File: config.mk
export PLATFORM = sky130hd
export DESIGN_NAME = vvf_sequencer
export DESIGN_NICKNAME = d
export VERILOG_FILES = /design/src/rtl/vvf_pkg.sv /design/src/rtl/vvf_sequencer.sv
export SDC_FILE = /design/constraint.sdc
export NUM_CORES = 1
export LEC_CHECK = 0
export ABC_AREA = 1
export BUFFER_PORTS_ARGS = -buffer_cell sky130_fd_sc_hd__buf_2
export CAP_MARGIN = 20
export CORE_UTILIZATION = 43
export DETAILED_ROUTE_END_ITERATION = 8
export PLACE_DENSITY = 0.82
export REMOVE_ABC_BUFFERS = 1
export SKIP_CTS_REPAIR_TIMING = 1
export SYNTH_ARGS = -nofsm -noshare
export SYNTH_HDL_FRONTEND = slang
export SYNTH_SLANG_ARGS = --single-unit
File: constraint.sdc
create_clock -name aclk -period 2.8 [get_ports aclk]
set_clock_uncertainty 0.15 [all_clocks]
set_input_delay 0.28 -clock aclk [delete_from_list [all_inputs] [get_ports aclk]]
set_output_delay 0.28 -clock aclk [all_outputs]
set_load 0.005 [all_outputs]
File: src/rtl/vvf_pkg.sv
// shared constants, types and address helpers for the voxel visible face finder
package vvf_pkg;

    // volume geometry and stored type width
    localparam int EDGE      = 32;
    localparam int TYPE_BITS = 8;

    // fixed field widths of the ports
    localparam int COORD_W = 5;
    localparam int DIR_W   = 3;
    localparam int KIND_W  = 8;
    localparam int ACT_W   = 2;
    localparam int CFG_W   = 8;
    localparam int PRES_W  = 6;

    // address widths of the two stores
    localparam int AXIS_W = (EDGE > 1) ? $clog2(EDGE) : 1;
    localparam int VOX_AW = 3 * AXIS_W;
    localparam int PLN_AW = DIR_W + 2 * AXIS_W;

    // request codes
    localparam logic [ACT_W-1:0] ACT_WR_VOXEL = 2'd0;
    localparam logic [ACT_W-1:0] ACT_WR_PLANE = 2'd1;
    localparam logic [ACT_W-1:0] ACT_QUERY    = 2'd2;

    // face directions in scan order
    localparam logic [DIR_W-1:0] DIR_NEG_Y = 3'd0;
    localparam logic [DIR_W-1:0] DIR_POS_Y = 3'd1;
    localparam logic [DIR_W-1:0] DIR_NEG_X = 3'd2;
    localparam logic [DIR_W-1:0] DIR_POS_X = 3'd3;
    localparam logic [DIR_W-1:0] DIR_NEG_Z = 3'd4;
    localparam logic [DIR_W-1:0] DIR_POS_Z = 3'd5;

    // configuration register indexes
    localparam logic CFG_PRESENT = 1'b0;
    localparam logic CFG_AIR     = 1'b1;

    typedef struct packed {
        logic                 en;
        logic [VOX_AW-1:0]    addr;
        logic [TYPE_BITS-1:0] data;
    } vox_wr_t;

    typedef struct packed {
        logic                 en;
        logic [PLN_AW-1:0]    addr;
        logic [TYPE_BITS-1:0] data;
    } pln_wr_t;

    // one direction step of a query, passed from the sequencer to the evaluator
    typedef struct packed {
        logic [COORD_W-1:0] x;
        logic [COORD_W-1:0] y;
        logic [COORD_W-1:0] z;
        logic [DIR_W-1:0]   dir;
        logic               on_edge;
        logic               first;
        logic               last;
    } step_t;

    function automatic logic in_range(input logic [COORD_W-1:0] c);
        return (32'(c) < EDGE);
    endfunction

    function automatic logic at_top(input logic [COORD_W-1:0] c);
        return (32'(c) == EDGE - 1);
    endfunction

    function automatic logic [VOX_AW-1:0] vox_addr(input logic [COORD_W-1:0] x,
                                                   input logic [COORD_W-1:0] y,
                                                   input logic [COORD_W-1:0] z);
        return {AXIS_W'(z), AXIS_W'(y), AXIS_W'(x)};
    endfunction

    // planes -y/+y use (x,z), -x/+x use (y,z), -z/+z use (x,y)
    function automatic logic [PLN_AW-1:0] plane_addr(input logic [DIR_W-1:0]   d,
                                                     input logic [COORD_W-1:0] x,
                                                     input logic [COORD_W-1:0] y,
                                                     input logic [COORD_W-1:0] z);
        logic [COORD_W-1:0] a;
        logic [COORD_W-1:0] b;
        if (d < DIR_NEG_X) begin
            a = x;
            b = z;
        end else if (d < DIR_NEG_Z) begin
            a = y;
            b = z;
        end else begin
            a = x;
            b = y;
        end
        return {d, AXIS_W'(b), AXIS_W'(a)};
    endfunction

endpackage

File: src/rtl/vvf_sequencer.sv
// request decode, store writes and per-direction read issue for queries
module vvf_sequencer (
    input  logic                              aclk,
    input  logic                              aresetn,
    input  logic                              s_valid,
    output logic                              s_ready,
    input  logic [vvf_pkg::ACT_W-1:0]         s_action,
    input  logic [vvf_pkg::COORD_W-1:0]       s_pos_x,
    input  logic [vvf_pkg::COORD_W-1:0]       s_pos_y,
    input  logic [vvf_pkg::COORD_W-1:0]       s_pos_z,
    input  logic [vvf_pkg::DIR_W-1:0]         s_plane_dir,
    input  logic [vvf_pkg::KIND_W-1:0]        s_block_kind,
    input  logic                              advance,
    output vvf_pkg::vox_wr_t                  vox_wr,
    output vvf_pkg::pln_wr_t                  pln_wr,
    output logic                              nbr_en,
    output logic [vvf_pkg::VOX_AW-1:0]        nbr_addr,
    output logic                              ctr_en,
    output logic [vvf_pkg::VOX_AW-1:0]        ctr_addr,
    output logic [vvf_pkg::PLN_AW-1:0]        pln_addr,
    output logic                              step_valid,
    output vvf_pkg::step_t                    step
);

    logic                          busy_reg;
    logic [vvf_pkg::DIR_W-1:0]     dir_reg;
    logic [vvf_pkg::COORD_W-1:0]   x_reg;
    logic [vvf_pkg::COORD_W-1:0]   y_reg;
    logic [vvf_pkg::COORD_W-1:0]   z_reg;

    logic                          accept;
    logic                          last_step;
    logic                          query_load;
    logic                          plane_ok;
    logic [vvf_pkg::COORD_W-1:0]   nx;
    logic [vvf_pkg::COORD_W-1:0]   ny;
    logic [vvf_pkg::COORD_W-1:0]   nz;
    logic                          on_edge;

    assign last_step = (dir_reg == vvf_pkg::DIR_POS_Z);
    assign s_ready   = !busy_reg || (last_step && advance);
    assign accept    = s_valid && s_ready;

    assign query_load = accept && (s_action == vvf_pkg::ACT_QUERY) &&
                        vvf_pkg::in_range(s_pos_x) && vvf_pkg::in_range(s_pos_y) &&
                        vvf_pkg::in_range(s_pos_z);

    // the plane's own axis is not checked and does not enter the plane address
    always_comb begin
        if (s_plane_dir < vvf_pkg::DIR_NEG_X) begin
            plane_ok = vvf_pkg::in_range(s_pos_x) && vvf_pkg::in_range(s_pos_z);
        end else if (s_plane_dir < vvf_pkg::DIR_NEG_Z) begin
            plane_ok = vvf_pkg::in_range(s_pos_y) && vvf_pkg::in_range(s_pos_z);
        end else if (s_plane_dir <= vvf_pkg::DIR_POS_Z) begin
            plane_ok = vvf_pkg::in_range(s_pos_x) && vvf_pkg::in_range(s_pos_y);
        end else begin
            plane_ok = 1'b0;
        end
    end

    // writes land at the accept edge; an older query's last read at that edge sees old data
    always_comb begin
        vox_wr.en   = accept && (s_action == vvf_pkg::ACT_WR_VOXEL) &&
                      vvf_pkg::in_range(s_pos_x) && vvf_pkg::in_range(s_pos_y) &&
                      vvf_pkg::in_range(s_pos_z);
        vox_wr.addr = vvf_pkg::vox_addr(s_pos_x, s_pos_y, s_pos_z);
        vox_wr.data = vvf_pkg::TYPE_BITS'(s_block_kind);
        pln_wr.en   = accept && (s_action == vvf_pkg::ACT_WR_PLANE) && plane_ok;
        pln_wr.addr = vvf_pkg::plane_addr(s_plane_dir, s_pos_x, s_pos_y, s_pos_z);
        pln_wr.data = vvf_pkg::TYPE_BITS'(s_block_kind);
    end

    always_comb begin
        nx      = x_reg;
        ny      = y_reg;
        nz      = z_reg;
        on_edge = 1'b1;
        unique case (dir_reg)
            vvf_pkg::DIR_NEG_Y: begin
                on_edge = (y_reg == '0);
                ny      = y_reg - vvf_pkg::COORD_W'(1);
            end
            vvf_pkg::DIR_POS_Y: begin
                on_edge = vvf_pkg::at_top(y_reg);
                ny      = y_reg + vvf_pkg::COORD_W'(1);
            end
            vvf_pkg::DIR_NEG_X: begin
                on_edge = (x_reg == '0);
                nx      = x_reg - vvf_pkg::COORD_W'(1);
            end
            vvf_pkg::DIR_POS_X: begin
                on_edge = vvf_pkg::at_top(x_reg);
                nx      = x_reg + vvf_pkg::COORD_W'(1);
            end
            vvf_pkg::DIR_NEG_Z: begin
                on_edge = (z_reg == '0);
                nz      = z_reg - vvf_pkg::COORD_W'(1);
            end
            vvf_pkg::DIR_POS_Z: begin
                on_edge = vvf_pkg::at_top(z_reg);
                nz      = z_reg + vvf_pkg::COORD_W'(1);
            end
            default: begin
                on_edge = 1'b1;
            end
        endcase
    end

    assign step_valid = busy_reg && advance;
    assign nbr_en     = step_valid;
    assign nbr_addr   = vvf_pkg::vox_addr(nx, ny, nz);
    assign pln_addr   = vvf_pkg::plane_addr(dir_reg, x_reg, y_reg, z_reg);
    // center voxel read rides along with the first direction
    assign ctr_en     = step_valid && (dir_reg == vvf_pkg::DIR_NEG_Y);
    assign ctr_addr   = vvf_pkg::vox_addr(x_reg, y_reg, z_reg);

    always_comb begin
        step.x       = x_reg;
        step.y       = y_reg;
        step.z       = z_reg;
        step.dir     = dir_reg;
        step.on_edge = on_edge;
        step.first   = (dir_reg == vvf_pkg::DIR_NEG_Y);
        step.last    = last_step;
    end

    always_ff @(posedge aclk) begin
        if (!aresetn) begin
            busy_reg <= 1'b0;
            dir_reg  <= vvf_pkg::DIR_NEG_Y;
        end else begin
            if (busy_reg && advance) begin
                if (last_step) begin
                    busy_reg <= 1'b0;
                end else begin
                    dir_reg <= dir_reg + vvf_pkg::DIR_W'(1);
                end
            end
            if (query_load) begin
                busy_reg <= 1'b1;
                dir_reg  <= vvf_pkg::DIR_NEG_Y;
            end
        end
    end

    always_ff @(posedge aclk) begin
        if (query_load) begin
            x_reg <= s_pos_x;
            y_reg <= s_pos_y;
            z_reg <= s_pos_z;
        end
    end

endmodule

; ---- Yosys cells after proc, flatten, opt, wreduce, memory -nomap -nowiden
; Cells that the tools add are included.
[word_totals]
input_bits = 32
reg_bits = 19
[classes]
n_bitwise = 2
reduce_logical = 20
n_eq_ne = 10
n_addsub = 7
n_mux = 18
magnitude_cmp = 5
[op_table]
columns = op, count
row1 = two-way mux 5 bit, 8
row2 = one-hot mux 5 bit (2 select lines), 3
row3 = "adder 5 x 1 -> 5 bit, second input constant", 3
row4 = "== test 5 bit, second input constant", 3
row5 = zero test 5 bit, 3
row6 = "subtractor 5 x 1 -> 5 bit, second input constant", 3
row7 = logical AND 1 bit, 8
row8 = "== test 3 x 2 -> 1 bit, second input constant", 2
row9 = "== test 3 bit, second input constant", 2
row10 = "< comparator 3 x 2 -> 1 bit, second input constant", 2
row11 = "< comparator 3 bit, second input constant", 2
row12 = two-way mux 1 bit, 6
row13 = one-hot mux 1 bit (6 select lines), 1
row14 = AND reduction 2 bit, 2
row15 = nonzero test 2 bit, 2
row16 = "adder 3 x 1 -> 3 bit, second input constant", 1
row17 = "== test 3 x 1 -> 1 bit, second input constant", 1
row18 = "less-or-equal comparator 3 bit, second input constant", 1
row19 = zero test 3 bit, 1
row20 = "== test 2 x 1 -> 1 bit, second input constant", 1
row21 = "== test 2 bit, second input constant", 1
row22 = zero test 2 bit, 1
row23 = inverter 1 bit, 2
row24 = OR reduction 2 bit, 1
row25 = other kinds (2), 2

; ---- Longest topological paths before layout
[logic_depth]
word_depth = 7
depth_mapped = 12

; ---- Worst setup path before layout
; Ideal clock, no wire load.
[synth_timing]
kind = reg-to-output
start = register dir_reg[1] in the netlist's numbering
end = output nbr_addr[13] in the netlist's numbering
path_stages_with_launch = 12
arrival_time_ps = 1876
required_time_ps = 2370
slack_ps = 494
n_path_buf = 0
cell_sequence = dfxtp_1 > inv_1 > ha_1 > nand2_2 > inv_1 > ha_1 > inv_1 > a21oi_1 > nand2_1 > nand2_1 > nand3_1 > nand2_1
[synth_between]
elab_chain_len = 2
word_cells_on_any_way = 3
cone_classes = eq/ne: 2 / mux: 1
[synth_rtl]
columns = item, line_no
row1 = "start, declared", vvf_sequencer.sv:26  ; logic [vvf_pkg::DIR_W-1:0] dir_reg;
row2 = "start signal, assigned", vvf_sequencer.sv:130  ; dir_reg <= vvf_pkg::DIR_NEG_Y;
row3 = "start signal, assigned", vvf_sequencer.sv:136  ; dir_reg <= dir_reg + vvf_pkg::DIR_W'(1);
row4 = "start signal, assigned", vvf_sequencer.sv:141  ; dir_reg <= vvf_pkg::DIR_NEG_Y;
row5 = == test 3 bit, -
row6 = named net last_step, vvf_sequencer.sv:32  ; logic last_step;
row7 = one-hot mux 5 bit (2 select lines), vvf_sequencer.sv:78  ; unique case (dir_reg)
row8 = "end, declared", vvf_sequencer.sv:17  ; output logic [vvf_pkg::VOX_AW-1:0] nbr_addr,
; The timed path passes the listed nets, and every way through them passes these cells.

; ---- Worst setup path after layout
[layout_timing]
start = register dir_reg[1] in the netlist's numbering
end = output nbr_addr[14] in the netlist's numbering
[layout_between]
elab_chain_len = 2
word_cells_on_any_way = 3
cone_classes = eq/ne: 2 / mux: 1
[layout_rtl]
columns = item, line_no
row1 = == test 3 bit, vvf_sequencer.sv:78
row2 = one-hot mux 5 bit (2 select lines) (*), vvf_sequencer.sv:78
; Every way passes the cells marked *; elsewhere a longest branch is shown, timed or not.

==> flow_metrics.env <==
export IMPL_status="complete, no violations"
export IMPL_grt_pass1_wl_mm=8.69
export IMPL_worst_pin_slew_ns=0.548
export IMPL_yosysWarnings=0
export IMPL_cts_sinks=19
export IMPL_peakVddDrop_mv=0.286
export IMPL_r2r_start="dir_reg[1]"
export IMPL_first_pass_iters=4
export IMPL_period_needed_ns=2.56
export IMPL_drt_iter0_drc=87
export IMPL_clk_pin_slew_ns=0.06
export IMPL_globalplace_congestion=0.893
export IMPL_grt_max_degree=18
export IMPL_dr_total_vias=2211
export IMPL_r2r_end="x_reg[3]"
export IMPL_nFillCells=478
export IMPL_grt_usage_pct=20.7
export IMPL_fp_dieH_um=74.0
export IMPL_via_per_inst=4.94
export IMPL_drive_above_1_share_pct=36.5
export IMPL_power_mw=0.662
export IMPL_clock_latency_ns=0.24
export IMPL_yosysUniqueCellTypes=23
export IMPL_multi_input_area_um2=1150
export IMPL_synth_edf_count=15
export IMPL_start_kind="flip-flop"
export IMPL_maxSlewHeadroom_pct=63.5
export IMPL_routed_wl_mm=5.62
export IMPL_num_rows=25
export IMPL_p_leak_nw=1.41
export IMPL_ff_latch_area_um2=536
export IMPL_wl_per_cell_um=12.6
export IMPL_antenna_left=0
export IMPL_initial_core_util_pct=46.0
export IMPL_synthesis_area_um2=2230
export IMPL_ys_seq_area_share_pct=23.8
export IMPL_grt_ovfl_total=0
export IMPL_setup_violations=0
export IMPL_hold_path_class="input port to flip-flop"
export IMPL_cp_cell_sequence="inv_1 > ha_1 > nand2_2 > buf_4 > fa_1 > nand3_1 > nand2_1 > nand2_1 > nand3_1 > nand2_1 > buf_2"
export IMPL_hold_viol=0
export IMPL_synthCells=312
export IMPL_yosysTopAreaCellShare_pct=20.2
export IMPL_port_buffer_count=119
export IMPL_cts_buffer_depth=2
export IMPL_reg2reg_slack_ns=0.53
export IMPL_slew_viol_final=0
export IMPL_crit_slowest_cell="fa_1"
export IMPL_power_density_nw_per_um2=258
export IMPL_numCtsBuffers=3
export IMPL_antenna_found_initial=0
export IMPL_synth_ff_latch_count=19
export IMPL_crit_start="dir_reg[1]"
export IMPL_ff2ff_path_depth=7
export IMPL_period_share_pct=91.4
export IMPL_clock_fmax_ghz=0.391
export IMPL_endpoint_kind="output port"
export IMPL_cp_max_fo=9
export IMPL_areaGrowthSynthToFinish_pct=15.0
export IMPL_diodes=0
export IMPL_core_region_area_um2=4850
export IMPL_fin_nets=439
export IMPL_cp_endpoint="nbr_addr[14]"
export IMPL_ioPinCount=146
export IMPL_yosys_top_cells_count="nand2_1 (76), buf_4 (55), inv_1 (34), nor2_1 (26), o21ai_0 (23)"
export IMPL_root_buffer="clkbuf_8"
export IMPL_timing_critical_path_mode_cell="nand2_1"
export IMPL_cap_violations=0
export IMPL_drc=0
export IMPL_die_width_um=74.0
export IMPL_yosysTopAreaCell="edfxtp_1"
export IMPL_h_tree_depth=1
export IMPL_cp_data_required_time_ns=2.37
export IMPL_arrival_ns=2.13
export IMPL_path_class="flip-flop to output port"
export IMPL_syn_avg_cell_area_um2=7.14
export IMPL_die_area_um2=5470
export IMPL_yosysMostFrequentCell="nand2_1"
export IMPL_rsz0062_at_grt="no"
export IMPL_dp_hpwl_mm=4.76
export IMPL_cts_tree="yes"
export IMPL_tns_ns=0
export IMPL_grt_pass1_vias=1925
export IMPL_synth_ff_type="edfxtp_1"
export IMPL_max_stage_delay_ns=0.41
export IMPL_synth_async_reset_ratio_pct=0
export IMPL_netlist_top_cells_area="edfxtp_1 (20%), buf_4 (19%), nand2_1 (13%)"
## placed cells by master, fill, tap and decap left out, types with 3 or more instances in the layout
cell type    n
mux2_2       4
edfxtp_1    15
a21oi_1     14
nand2_1     75
o21ai_0     23
ha_1        21
fa_1         3
clkbuf_8     3
buf_2      119
nor2_1      26
inv_1       34
buf_4        3
nand3_1     21
## power breakdown
group | switching, mW | leakage, nW | internal (mW) | total (mW)
clock | 0.0776 | 0.0228 | 0.101 | 0.178
sequential | 0.0142 | 0.171 | 0.313 | 0.327
combinational | 0.0829 | 1.22 | 0.0735 | 0.156
total | 0.175 | 1.41 | 0.487 | 0.662
## worst min-delay path by stage
stage               startpoint  endpoint  slack [ns]  cells past startpoint
finish                 aresetn  busy_reg        0.08                      3
global route           aresetn  busy_reg        0.07                      3
CTS                    aresetn  busy_reg        0.07                      3
detailed placement     aresetn  busy_reg        0.33                      3
global placement       aresetn  busy_reg        0.33                      3
floorplan              aresetn  busy_reg        0.23                      2
## metrics by stage
step / worst slack, ns / hold WS [ns] / cell area (um2) / std cells / util (%)
2_1_floorplan: 0.457 / 0.228 / 1810 / 255 / -
3_3_place_gp: 0.433 / 0.333 / 2510 / 444 / 51.7
3_5_place_dp: 0.338 / 0.332 / 2510 / 444 / 51.7
4_1_cts: 0.0599 / 0.0730 / 2550 / 448 / 52.7
5_1_grt: 0.0320 / 0.0746 / 2560 / 448 / 52.9
6_report: 0.240 / 0.0804 / 2560 / 448 / 52.9
## layout make-up
type / count / share of cell area (%)
clock buffer: 4 / 1.76
inverter: 36 / 5.27
multi-input combinational: 200 / 44.7
sequential: 19 / 20.9
tap: 67 / 3.27
timing repair buffer: 122 / 24.1
## cells by family (layout without fill, tap and decap cells)
family                   after synthesis  count (layout)  synth area share, %
flip-flops                            19              19                 23.8
AO/OA/AOI/OAI                         38              38                 9.04
AND/OR/NAND/NOR                      131             131                 24.3
XOR/XNOR                               2               2                0.786
multiplexers                           4               4                 2.02
adder cells (fa/ha/maj)               25              25                 15.0
buffers and inverters                 93             162                 25.0
## per-layer routing
layer | track usage [%] | vias up | share of wire, %
met5 | 4.63 | - | 0
met4 | 7.69 | 0 | 1.6
met3 | 5.01 | 9 | 8.8
met2 | 35.8 | 142 | 48
met1 | 24.5 | 974 | 41
li1 | - | 1086 | -
## critical path: cells and delay by family, from the launching register on
family                     cells  cell delay, ns
buffers and inverters          3            0.40
DFF                            1            0.37
and+or+nand+nor                6            0.47
adders and majority gates      2            0.65
No activity file was read; power rests on OpenSTA's default activity.
