$ cat src/rtl/vvf_pkg.sv
// shared constants, types and address helpers for the voxel visible face finder
package vvf_pkg;

    // volume geometry and stored type width
    localparam int EDGE      = 32;
    localparam int TYPE_BITS = 8;

    // fixed field widths of the ports
    localparam int COORD_W = 5;
    localparam int DIR_W   = 3;
    localparam int KIND_W  = 8;
    localparam int ACT_W   = 2;
    localparam int CFG_W   = 8;
    localparam int PRES_W  = 6;

    // address widths of the two stores
    localparam int AXIS_W = (EDGE > 1) ? $clog2(EDGE) : 1;
    localparam int VOX_AW = 3 * AXIS_W;
    localparam int PLN_AW = DIR_W + 2 * AXIS_W;

    // request codes
    localparam logic [ACT_W-1:0] ACT_WR_VOXEL = 2'd0;
    localparam logic [ACT_W-1:0] ACT_WR_PLANE = 2'd1;
    localparam logic [ACT_W-1:0] ACT_QUERY    = 2'd2;

    // face directions in scan order
    localparam logic [DIR_W-1:0] DIR_NEG_Y = 3'd0;
    localparam logic [DIR_W-1:0] DIR_POS_Y = 3'd1;
    localparam logic [DIR_W-1:0] DIR_NEG_X = 3'd2;
    localparam logic [DIR_W-1:0] DIR_POS_X = 3'd3;
    localparam logic [DIR_W-1:0] DIR_NEG_Z = 3'd4;
    localparam logic [DIR_W-1:0] DIR_POS_Z = 3'd5;

    // configuration register indexes
    localparam logic CFG_PRESENT = 1'b0;
    localparam logic CFG_AIR     = 1'b1;

    typedef struct packed {
        logic                 en;
        logic [VOX_AW-1:0]    addr;
        logic [TYPE_BITS-1:0] data;
    } vox_wr_t;

    typedef struct packed {
        logic                 en;
        logic [PLN_AW-1:0]    addr;
        logic [TYPE_BITS-1:0] data;
    } pln_wr_t;

    // one direction step of a query, passed from the sequencer to the evaluator
    typedef struct packed {
        logic [COORD_W-1:0] x;
        logic [COORD_W-1:0] y;
        logic [COORD_W-1:0] z;
        logic [DIR_W-1:0]   dir;
        logic               on_edge;
        logic               first;
        logic               last;
    } step_t;

    function automatic logic in_range(input logic [COORD_W-1:0] c);
        return (32'(c) < EDGE);
    endfunction

    function automatic logic at_top(input logic [COORD_W-1:0] c);
        return (32'(c) == EDGE - 1);
    endfunction

    function automatic logic [VOX_AW-1:0] vox_addr(input logic [COORD_W-1:0] x,
                                                   input logic [COORD_W-1:0] y,
                                                   input logic [COORD_W-1:0] z);
        return {AXIS_W'(z), AXIS_W'(y), AXIS_W'(x)};
    endfunction

    // planes -y/+y use (x,z), -x/+x use (y,z), -z/+z use (x,y)
    function automatic logic [PLN_AW-1:0] plane_addr(input logic [DIR_W-1:0]   d,
                                                     input logic [COORD_W-1:0] x,
                                                     input logic [COORD_W-1:0] y,
                                                     input logic [COORD_W-1:0] z);
        logic [COORD_W-1:0] a;
        logic [COORD_W-1:0] b;
        if (d < DIR_NEG_X) begin
            a = x;
            b = z;
        end else if (d < DIR_NEG_Z) begin
            a = y;
            b = z;
        end else begin
            a = x;
            b = y;
        end
        return {d, AXIS_W'(b), AXIS_W'(a)};
    endfunction

endpackage

$ cat src/rtl/vvf_face_eval.sv
// face test per direction, one-face hold for the last mark, and output register
module vvf_face_eval (
    input  logic                              aclk,
    input  logic                              aresetn,
    input  logic                              step_valid,
    input  vvf_pkg::step_t                    step,
    input  logic [vvf_pkg::TYPE_BITS-1:0]     nbr_data,
    input  logic [vvf_pkg::TYPE_BITS-1:0]     ctr_data,
    input  logic [vvf_pkg::TYPE_BITS-1:0]     pln_data,
    input  logic [vvf_pkg::PRES_W-1:0]        neighbor_present,
    input  logic [vvf_pkg::CFG_W-1:0]         air_code,
    output logic                              advance,
    output logic                              m_valid,
    input  logic                              m_ready,
    output logic [vvf_pkg::COORD_W-1:0]       m_face_x,
    output logic [vvf_pkg::COORD_W-1:0]       m_face_y,
    output logic [vvf_pkg::COORD_W-1:0]       m_face_z,
    output logic [vvf_pkg::DIR_W-1:0]         m_face_dir,
    output logic [vvf_pkg::KIND_W-1:0]        m_facing_kind,
    output logic                              m_last_face
);

    vvf_pkg::step_t                 st_reg;
    logic                           st_valid_reg;
    logic                           ctr_air_reg;

    logic                           pend_valid_reg;
    logic                           pend_final_reg;
    vvf_pkg::step_t                 pend_reg;
    logic [vvf_pkg::TYPE_BITS-1:0]  pend_kind_reg;

    logic                           m_valid_reg;
    logic [vvf_pkg::COORD_W-1:0]    m_x_reg;
    logic [vvf_pkg::COORD_W-1:0]    m_y_reg;
    logic [vvf_pkg::COORD_W-1:0]    m_z_reg;
    logic [vvf_pkg::DIR_W-1:0]      m_dir_reg;
    logic [vvf_pkg::KIND_W-1:0]     m_kind_reg;
    logic                           m_last_reg;

    logic [vvf_pkg::TYPE_BITS-1:0]  air;
    logic [vvf_pkg::TYPE_BITS-1:0]  adj;
    logic                           ctr_is_air;
    logic                           ctr_air_now;
    logic                           dir_ok;
    logic                           visible;
    logic                           push;

    assign advance     = !m_valid_reg || m_ready;
    assign air         = vvf_pkg::TYPE_BITS'(air_code);
    assign adj         = st_reg.on_edge ? pln_data : nbr_data;
    assign ctr_is_air  = (ctr_data == air);
    assign ctr_air_now = st_reg.first ? ctr_is_air : ctr_air_reg;
    assign dir_ok      = !st_reg.on_edge || neighbor_present[st_reg.dir];
    assign visible     = st_valid_reg && ctr_air_now && dir_ok && (adj != air);
    // a held face leaves once the next face or the end of its query is known
    assign push        = pend_valid_reg && (pend_final_reg || visible);

    always_ff @(posedge aclk) begin
        if (!aresetn) begin
            st_valid_reg   <= 1'b0;
            pend_valid_reg <= 1'b0;
            pend_final_reg <= 1'b0;
            m_valid_reg    <= 1'b0;
        end else if (advance) begin
            st_valid_reg <= step_valid;
            m_valid_reg  <= push;
            if (visible) begin
                pend_valid_reg <= 1'b1;
                pend_final_reg <= st_reg.last;
            end else if (pend_valid_reg && !pend_final_reg) begin
                pend_final_reg <= st_valid_reg && st_reg.last;
            end else begin
                pend_valid_reg <= 1'b0;
                pend_final_reg <= 1'b0;
            end
        end
    end

    always_ff @(posedge aclk) begin
        if (advance) begin
            st_reg <= step;
            if (st_valid_reg && st_reg.first) begin
                ctr_air_reg <= ctr_is_air;
            end
            if (visible) begin
                pend_reg      <= st_reg;
                pend_kind_reg <= adj;
            end
            if (push) begin
                m_x_reg    <= pend_reg.x;
                m_y_reg    <= pend_reg.y;
                m_z_reg    <= pend_reg.z;
                m_dir_reg  <= pend_reg.dir;
                m_kind_reg <= vvf_pkg::KIND_W'(pend_kind_reg);
                m_last_reg <= pend_final_reg;
            end
        end
    end

    assign m_valid       = m_valid_reg;
    assign m_face_x      = m_x_reg;
    assign m_face_y      = m_y_reg;
    assign m_face_z      = m_z_reg;
    assign m_face_dir    = m_dir_reg;
    assign m_facing_kind = m_kind_reg;
    assign m_last_face   = m_last_reg;

endmodule

$ cat config.mk
export PLATFORM = sky130hd
export DESIGN_NAME = vvf_face_eval
export DESIGN_NICKNAME = d
export VERILOG_FILES = /design/src/rtl/vvf_pkg.sv /design/src/rtl/vvf_face_eval.sv
export SDC_FILE = /design/constraint.sdc
export NUM_CORES = 1
export LEC_CHECK = 0
export ABC_AREA = 1
export BUFFER_PORTS_ARGS = -buffer_cell sky130_fd_sc_hd__buf_2
export CAP_MARGIN = 20
export CORE_ASPECT_RATIO = 0.8
export CORE_MARGIN = 2
export CORE_UTILIZATION = 29
export CTS_BUF_LIST = sky130_fd_sc_hd__clkbuf_8 sky130_fd_sc_hd__clkbuf_16
export CTS_CLUSTER_DIAMETER = 40
export CTS_CLUSTER_SIZE = 28
export DETAILED_ROUTE_END_ITERATION = 7
export MAX_ROUTING_LAYER = met4
export PLACE_DENSITY = 0.59
export SYNTH_ARGS = -nofsm -noshare
export SYNTH_HDL_FRONTEND = slang
export SYNTH_SLANG_ARGS = --single-unit
$ cat constraint.sdc
create_clock -name aclk -period 9.62 [get_ports aclk]
set_clock_uncertainty 0.15 [all_clocks]
set_input_delay 2.405 -clock aclk [delete_from_list [all_inputs] [get_ports aclk]]
set_output_delay 2.405 -clock aclk [all_outputs]
set_load 0.01 [all_outputs]
# Word level (Yosys, flattened, before mapping)
# Cells that the tools add are included.
[op_classes]
n_lt_le_gt_ge = 1
eq_ne = 3
n_mux = 8
n_reduce_logical = 17
[ops]
columns = ["operator", "n"]
rows = [
  ["$eq 8x8->1", 1],
  ["$mux 8", 1],
  ["$ne 8x8->1", 1],
  ["$reduce_and 2->1", 4],
  ["$logic_and 1x1->1", 7],
  ["$mux 1", 6],
  ["$lt 3x4->1 const B", 1],
  ["$bmux 1 s3", 1],
  ["$logic_not 1->1", 3],
  ["$logic_or 1x1->1", 3],
  ["$ne 2x2->1 const B", 1],
]
[totals]
reg_bits = 79
input_bits = 63
out_inout_bits = 29
wordCells = 52

# Depth between registers and ports, before layout
# Gate-level depths: netlist of run 1.
[depth]
depth_word = 8
ltp_mapped = 13

# Least setup slack after synthesis of run 1
# No wires, ideal clock.
[synth_timing]
path_type = "input -> output"
startpoint = "input m_ready"
endpoint = "output advance"
arrival_time_ns = 3.151
required_ns = 7.065
path_slack_ns = 3.914
cell_stages = 2
n_path_buf = 0
cell_sequence = "nor2_1 inv_1"
[synth_via]
elab_chain_cells = 1
[synth_lines]
columns = ["item", "line", "text"]
rows = [
  ["from (decl)", "vvf_face_eval.sv:14", "input logic m_ready,"],
  ["$logic_or 1x1->1", "vvf_face_eval.sv:48", "assign advance = !m_valid_reg || m_ready;"],
  ["to (decl)", "vvf_face_eval.sv:12", "output logic advance,"],
]
# No other way between the ends.

# Worst setup path after layout of run 1
# Same ends and word-level chain as after synthesis.

==> results.py, run 1 <==
metrics = {
    "logic_synthesis": {
        "yosys.area.top_type": "edfxtp_1",
        "synth_cell_types": 18,
        "ys_ff_latch": 79,
        "async_reset_ff_share_pct": 0,
        "yosys.cell_count.top_type": "edfxtp_1",
        "synth-edff-count": 75,
        "yosys_warnings": 0,
        "synth_area_mm2": 0.00295,
        "netlist_top_cells_count": "75 x edfxtp_1, 65 x nand2_1, 24 x inv_1",
        "syn-num-nets": 278,
        "synthTopCellsByArea": "edfxtp_1 76%, nand2_1 8.3%, inv_1 3.1%",
        "synth_top_area_share_pct": 76.3,
        "syn_avg_cell_area_um2": 13.7,
        "synth_cells": 215,
        "yosys_most_used_dff": "edfxtp_1",
        "yosysSeqAreaShare_pct": 79.0,
    },
    "cts": {
        "cts_tree": "yes",
        "cts_resized": 0,
        "htreeDepth": 3,
        "clkLatencyLatePin_ns": 0.33,
        "ctsHoldBuffers": 0,
        "cts_setup_buffers": 0,
        "clkTransAtPathRegs_ns": 0.06,
        "cts_root_buf": "clkbuf_16",
        "clock_path_buffers": 2,
        "numCtsBuffers": 9,
        "cts_sinks": 79,
    },
    "floorplanning": {
        "dieArea_mm2": 0.0110,
        "rows": 32,
        "die_w_um": 117,
        "dieHeight_um": 94.3,
        "num_io_pins": 92,
        "core-area_mm2": 0.00977,
        "initial_core_util_pct": 30.2,
    },
    "sta": {
        "whs_ns": 0.265,
        "max_freq_mhz": 169,
        "tns_ns": 0,
        "rsz0062_at_grt": "no",
        "layout_setup_ws_ns": 3.70,
        "final-hold-violation-count": 0,
        "relSlewSlack_pct": 46.2,
        "slew_violations": 0,
        "tightest_slew_ns": 0.806,
        "period_share_pct": 61.5,
        "setup_viol": 0,
        "post-route-min-period_ns": 5.92,
    },
    "grt": {
        "use_met1_pct": 13.2,
        "grt_use_total_pct": 11.3,
        "grt_busiest_layer": "met2",
        "met3_usage_pct": 2.77,
        "antenna_found_initial": 0,
        "overflow": 0,
        "grt_use_met2_pct": 17.8,
        "grt_pass1_vias": 1894,
        "grt_pass1_wl_mm": 8.89,
        "grt_max_degree": 28,
    },
    "routing": {
        "vias": 1877,
        "wl_per_cell_um": 12.3,
        "drtIter0Drc": 52,
        "drc": 0,
        "firstDrtPassIters": 4,
        "finalWirelength_mm": 5.63,
        "vias_per_cell": 4.09,
        "ant_nets": 0,
    },
    "final_layout": {
        "fin_area_mm2": 0.00392,
        "multi_input_area_um2": 523,
        "largest_reg_flops": 21,
        "fill_cells": 957,
        "seq_area_mm2": 0.00233,
        "drive_gt1_share_pct": 36.8,
        "fin_cells": 459,
        "flow.area_growth_from_synthesis_pct": 32.7,
        "antenna_cells": 0,
        "nets": 381,
    },
    "hold_path": {
        "hold-path-endpoint": "pend_reg[11]$_DFFE_PP_",
        "worstHoldPathType": "reg2reg",
        "whs_path_depth": 0,
        "min_from": "st_reg[11]$_DFFE_PP_",
    },
    "worst_setup_path": {
        "critPathArrivalTime_ns": 3.36,
        "r2r_cells": 10,
        "path_max_fanout": 8,
        "rrSetupSlack_ns": 6.98,
        "path_class": "in2out",
        "end_kind": "primary output",
        "cp.required_ns": 7.07,
        "startpoint_type": "input pin",
        "rr_endpoint": "pend_reg[15]$_DFFE_PP_",
        "reg2reg_from": "st_reg[2]$_DFFE_PP_",
    },
    "flow_run": {
        "max_cap_viol_count": 0,
    },
    "power": {
        "switching_power_uw": 160,
        "seqPwrFrac_pct": 48.9,
        "p_per_area_mw_per_mm2": 202,
        "peakVddDrop_v": 0.0000802,
        "swShare_pct": 20.2,
        "leakage_nw": 1.66,
        "p_int_uw": 633,
        "p_clk_share_pct": 46.4,
        "combPwrFrac_pct": 4.7,
    },
    "placement": {
        "place_congestion": 0.767,
        "portBuffers": 91,
        "placed_area_mm2": 0.00359,
        "place_inst": 443,
        "dp_hpwl_mm": 4.01,
        "dp_slack_ns": 3.67,
    },
    "run_status": {
        "status": "finished, final reports clean",
    },
}
-- how the worst max path moves through the flow --
stage,cells past startpoint,to,startpoint
floorplan,2,advance,m_ready
finish,4,advance,m_ready
CTS,4,advance,m_ready
global placement,4,advance,m_ready
detailed placement,4,advance,m_ready
global route,4,advance,m_ready
-- metal layers --
metal | vias up | routed length (µm)
li1 | 931 | -
met1 | 871 | 2460
met2 | 61 | 2710
met3 | 14 | 297
met4 | 0 | 155
met5 | - | 0
-- area by class of cell --
type	count	area share, %
multi-input combinational	110	13.4
tap	136	4.34
inverter	25	2.40
clock inverter	7	2.62
clock buffer	9	5.75
timing repair buffer	93	12.0
sequential	79	59.5
-- per-stage QoR --
step | utilization (%) | power [mW]
floorplan | - | 0.413
global placement | 36.7 | 0.431
detailed placement | 36.7 | 0.433
CTS | 40.1 | 0.807
global route | 40.1 | 0.824
finish | 40.1 | 0.792
-- power groups by stage --
stage	Sequential [mW]	Combinational, mW	Clock [mW]
global placement	0.395	0.0365	0
finish	0.388	0.0369	0.368
floorplan	0.394	0.0194	0
detailed placement	0.395	0.0373	0
global route	0.388	0.0425	0.394
CTS	0.388	0.0375	0.382
-- cell families (layout without fill, tap and decap cells) --
group | after synthesis | count (layout) | synth area share (%)
AOI/OAI and AO/OA | 7 | 7 | 1.48
xor gates and xnor gates | 6 | 6 | 1.78
buffers and inverters | 26 | 134 | 3.56
DFF | 79 | 79 | 79.0
and+or+nand+nor | 97 | 97 | 14.2
-- placed cells by master, fill, tap and decap left out, drive strengths merged --
| cell | n |
|---|---|
| nand4 | 1 |
| dfxtp | 4 |
| inv | 28 |
| clkinv | 2 |
| o21ai | 2 |
| clkbuf | 9 |
| nand3 | 8 |
| bufinv | 2 |
| nand2 | 70 |
| a21oi | 3 |
| nand3b | 6 |
| xnor2 | 6 |
| o21a | 2 |
| buf | 93 |
| edfxtp | 75 |
| nor2 | 12 |
-- critical path: stages --
cell	delay (ns)
buf_2	0.10
nor2_1	0.48
inv_1	0.19
buf_2	0.19
Note: power is estimated with default switching activity, not from simulation.
==> run 2, diff against run 1 <==
==> constraint.sdc (replaced) <==
create_clock -name aclk -period 5.83 [get_ports aclk]
set_clock_uncertainty 0.15 [all_clocks]
set_input_delay 1.4575 -clock aclk [delete_from_list [all_inputs] [get_ports aclk]]
set_output_delay 1.4575 -clock aclk [all_outputs]
set_load 0.01 [all_outputs]
==> results.py, run 2 (synthesized netlist as in run 1, its figures left out) <==
metrics = {
    "sta": {
        "tns_ns": 0,
        "setup_viol": 0,
        "rsz0062_at_grt": "no",
        "period_share_pct": 69.3,
        "post-route-min-period_ns": 4.04,
        "tightest_slew_ns": 0.806,
        "relSlewSlack_pct": 46.1,
        "slew_violations": 0,
        "max_freq_mhz": 247,
        "layout_setup_ws_ns": 1.79,
        "whs_ns": 0.264,
        "final-hold-violation-count": 0,
    },
    "final_layout": {
        "flow.area_growth_from_synthesis_pct": 32.7,
        "antenna_cells": 0,
        "largest_reg_flops": 21,
        "fin_cells": 459,
        "drive_gt1_share_pct": 36.8,
        "final_cell_mix": "91 x buf_2, 75 x edfxtp_1, 65 x nand2_1, 24 x inv_1, 10 x nor2_1",
        "fin_area_mm2": 0.00392,
        "nets": 381,
        "final_common_cell": "buf_2",
    },
    "worst_setup_path": {
        "critPathTopFamily": "simple AND/OR/NAND/NOR gates",
        "slowest_delay_ns": 0.49,
        "path_cells": "buf_2, nor2_1, inv_1, buf_2",
        "slowest_stage": "nor2_1",
        "end_kind": "primary output",
        "path_common_cell": "buf_2",
        "path_buf_inv": 3,
        "critPathArrivalTime_ns": 2.43,
        "startpoint_type": "input pin",
        "cp.required_ns": 4.22,
        "path_class": "in2out",
        "path_max_fanout": 8,
    },
    "cts": {
        "clkLatencyLatePin_ns": 0.32,
        "numCtsBuffers": 9,
        "cts_sinks": 79,
        "clock_path_buffers": 2,
        "cts_tree": "yes",
        "cts_setup_buffers": 0,
        "cts_root_buf": "clkbuf_16",
        "clkTransAtPathRegs_ns": 0.06,
        "cts_resized": 0,
        "htreeDepth": 3,
        "ctsHoldBuffers": 0,
    },
    "power": {
        "p_per_area_mw_per_mm2": 333,
        "leakage_nw": 1.66,
        "peakVddDrop_v": 0.000134,
    },
    "grt": {
        "grt_busiest_layer": "met2",
        "overflow": 0,
        "grt_max_degree": 28,
        "antenna_found_initial": 0,
        "grt_pass1_vias": 1840,
        "use_met1_pct": 13.0,
        "grt_pass1_wl_mm": 8.76,
        "grt_use_met2_pct": 17.8,
        "grt_use_total_pct": 11.1,
        "met3_usage_pct": 3.48,
    },
    "routing": {
        "finalWirelength_mm": 5.39,
        "drc": 0,
        "drtIter0Drc": 75,
        "vias_per_cell": 4.02,
        "wl_per_cell_um": 11.7,
        "ant_nets": 0,
        "vias": 1847,
        "firstDrtPassIters": 4,
    },
    "hold_path": {
        "worstHoldPathType": "reg2reg",
    },
    "placement": {
        "place_inst": 443,
        "dp_slack_ns": 1.74,
        "dp_hpwl_mm": 3.88,
        "portBuffers": 91,
        "placed_area_mm2": 0.00359,
        "place_congestion": 0.775,
    },
    "floorplanning": {
        "core-area_mm2": 0.00977,
        "dieHeight_um": 94.3,
        "die_w_um": 117,
        "initial_core_util_pct": 30.2,
        "num_io_pins": 92,
        "rows": 32,
        "dieArea_mm2": 0.0110,
    },
    "flow_run": {
        "max_cap_viol_count": 0,
    },
    "run_status": {
        "status": "finished, final reports clean",
    },
}
==> run 2: cell count changes in the layout (fill, tap and decap cells not counted) <==
cell        change
clkinv_2        -1
clkinv_4        -1
clkinvlp_4      +2
==> run 2: path summary, 6_finish.rpt <==
check / start / to / slack (ns) / cells past startpoint
max: m_ready / advance / 1.79 / 4
min: st_reg[11]$_DFFE_PP_ / pend_reg[11]$_DFFE_PP_ / 0.26 / 0
max reg2reg: st_reg[2]$_DFFE_PP_ / pend_reg[6]$_DFFE_PP_ / 3.22 / 10
min reg2reg: st_reg[11]$_DFFE_PP_ / pend_reg[11]$_DFFE_PP_ / 0.26 / 0
==> run 2: cell type report <==
cell class | instances | area [µm²]
inverter | 25 | 93.8
tap | 136 | 170
clock buffer | 9 | 225
timing repair buffer | 93 | 470
sequential | 79 | 2330
clock inverter | 7 | 104
fill | 962 | 5850
multi-input combinational | 110 | 523
==> run 2: worst reg2reg max path, delay by kind of cell (launching register included) <==
kind          cells  cell delay, ns
flops             1            0.62
buf+inv           1            0.20
simple gates      9            1.26
==> run 2: where the power goes <==
part           total [mW]  internal (mW)  switching, mW
clock               0.605          0.381          0.224
sequential          0.640          0.634        0.00585
combinational      0.0605         0.0293         0.0312
total                1.30           1.04          0.261
==> run 2: layer usage <==
metal,vias to the layer above,wire [µm],share of wire (%)
met2,50,2680,50
li1,931,-,-
met5,-,0,0
met1,858,2340,43
met4,0,105,1.9
met3,8,264,4.9
==> run 2: metrics by stage <==
step	utilization, %	power, mW
after detailed placement	36.7	0.713
after global routing	40.1	1.36
after global placement	36.7	0.712
after CTS	40.1	1.33
after floorplan	-	0.681
final	40.1	1.30
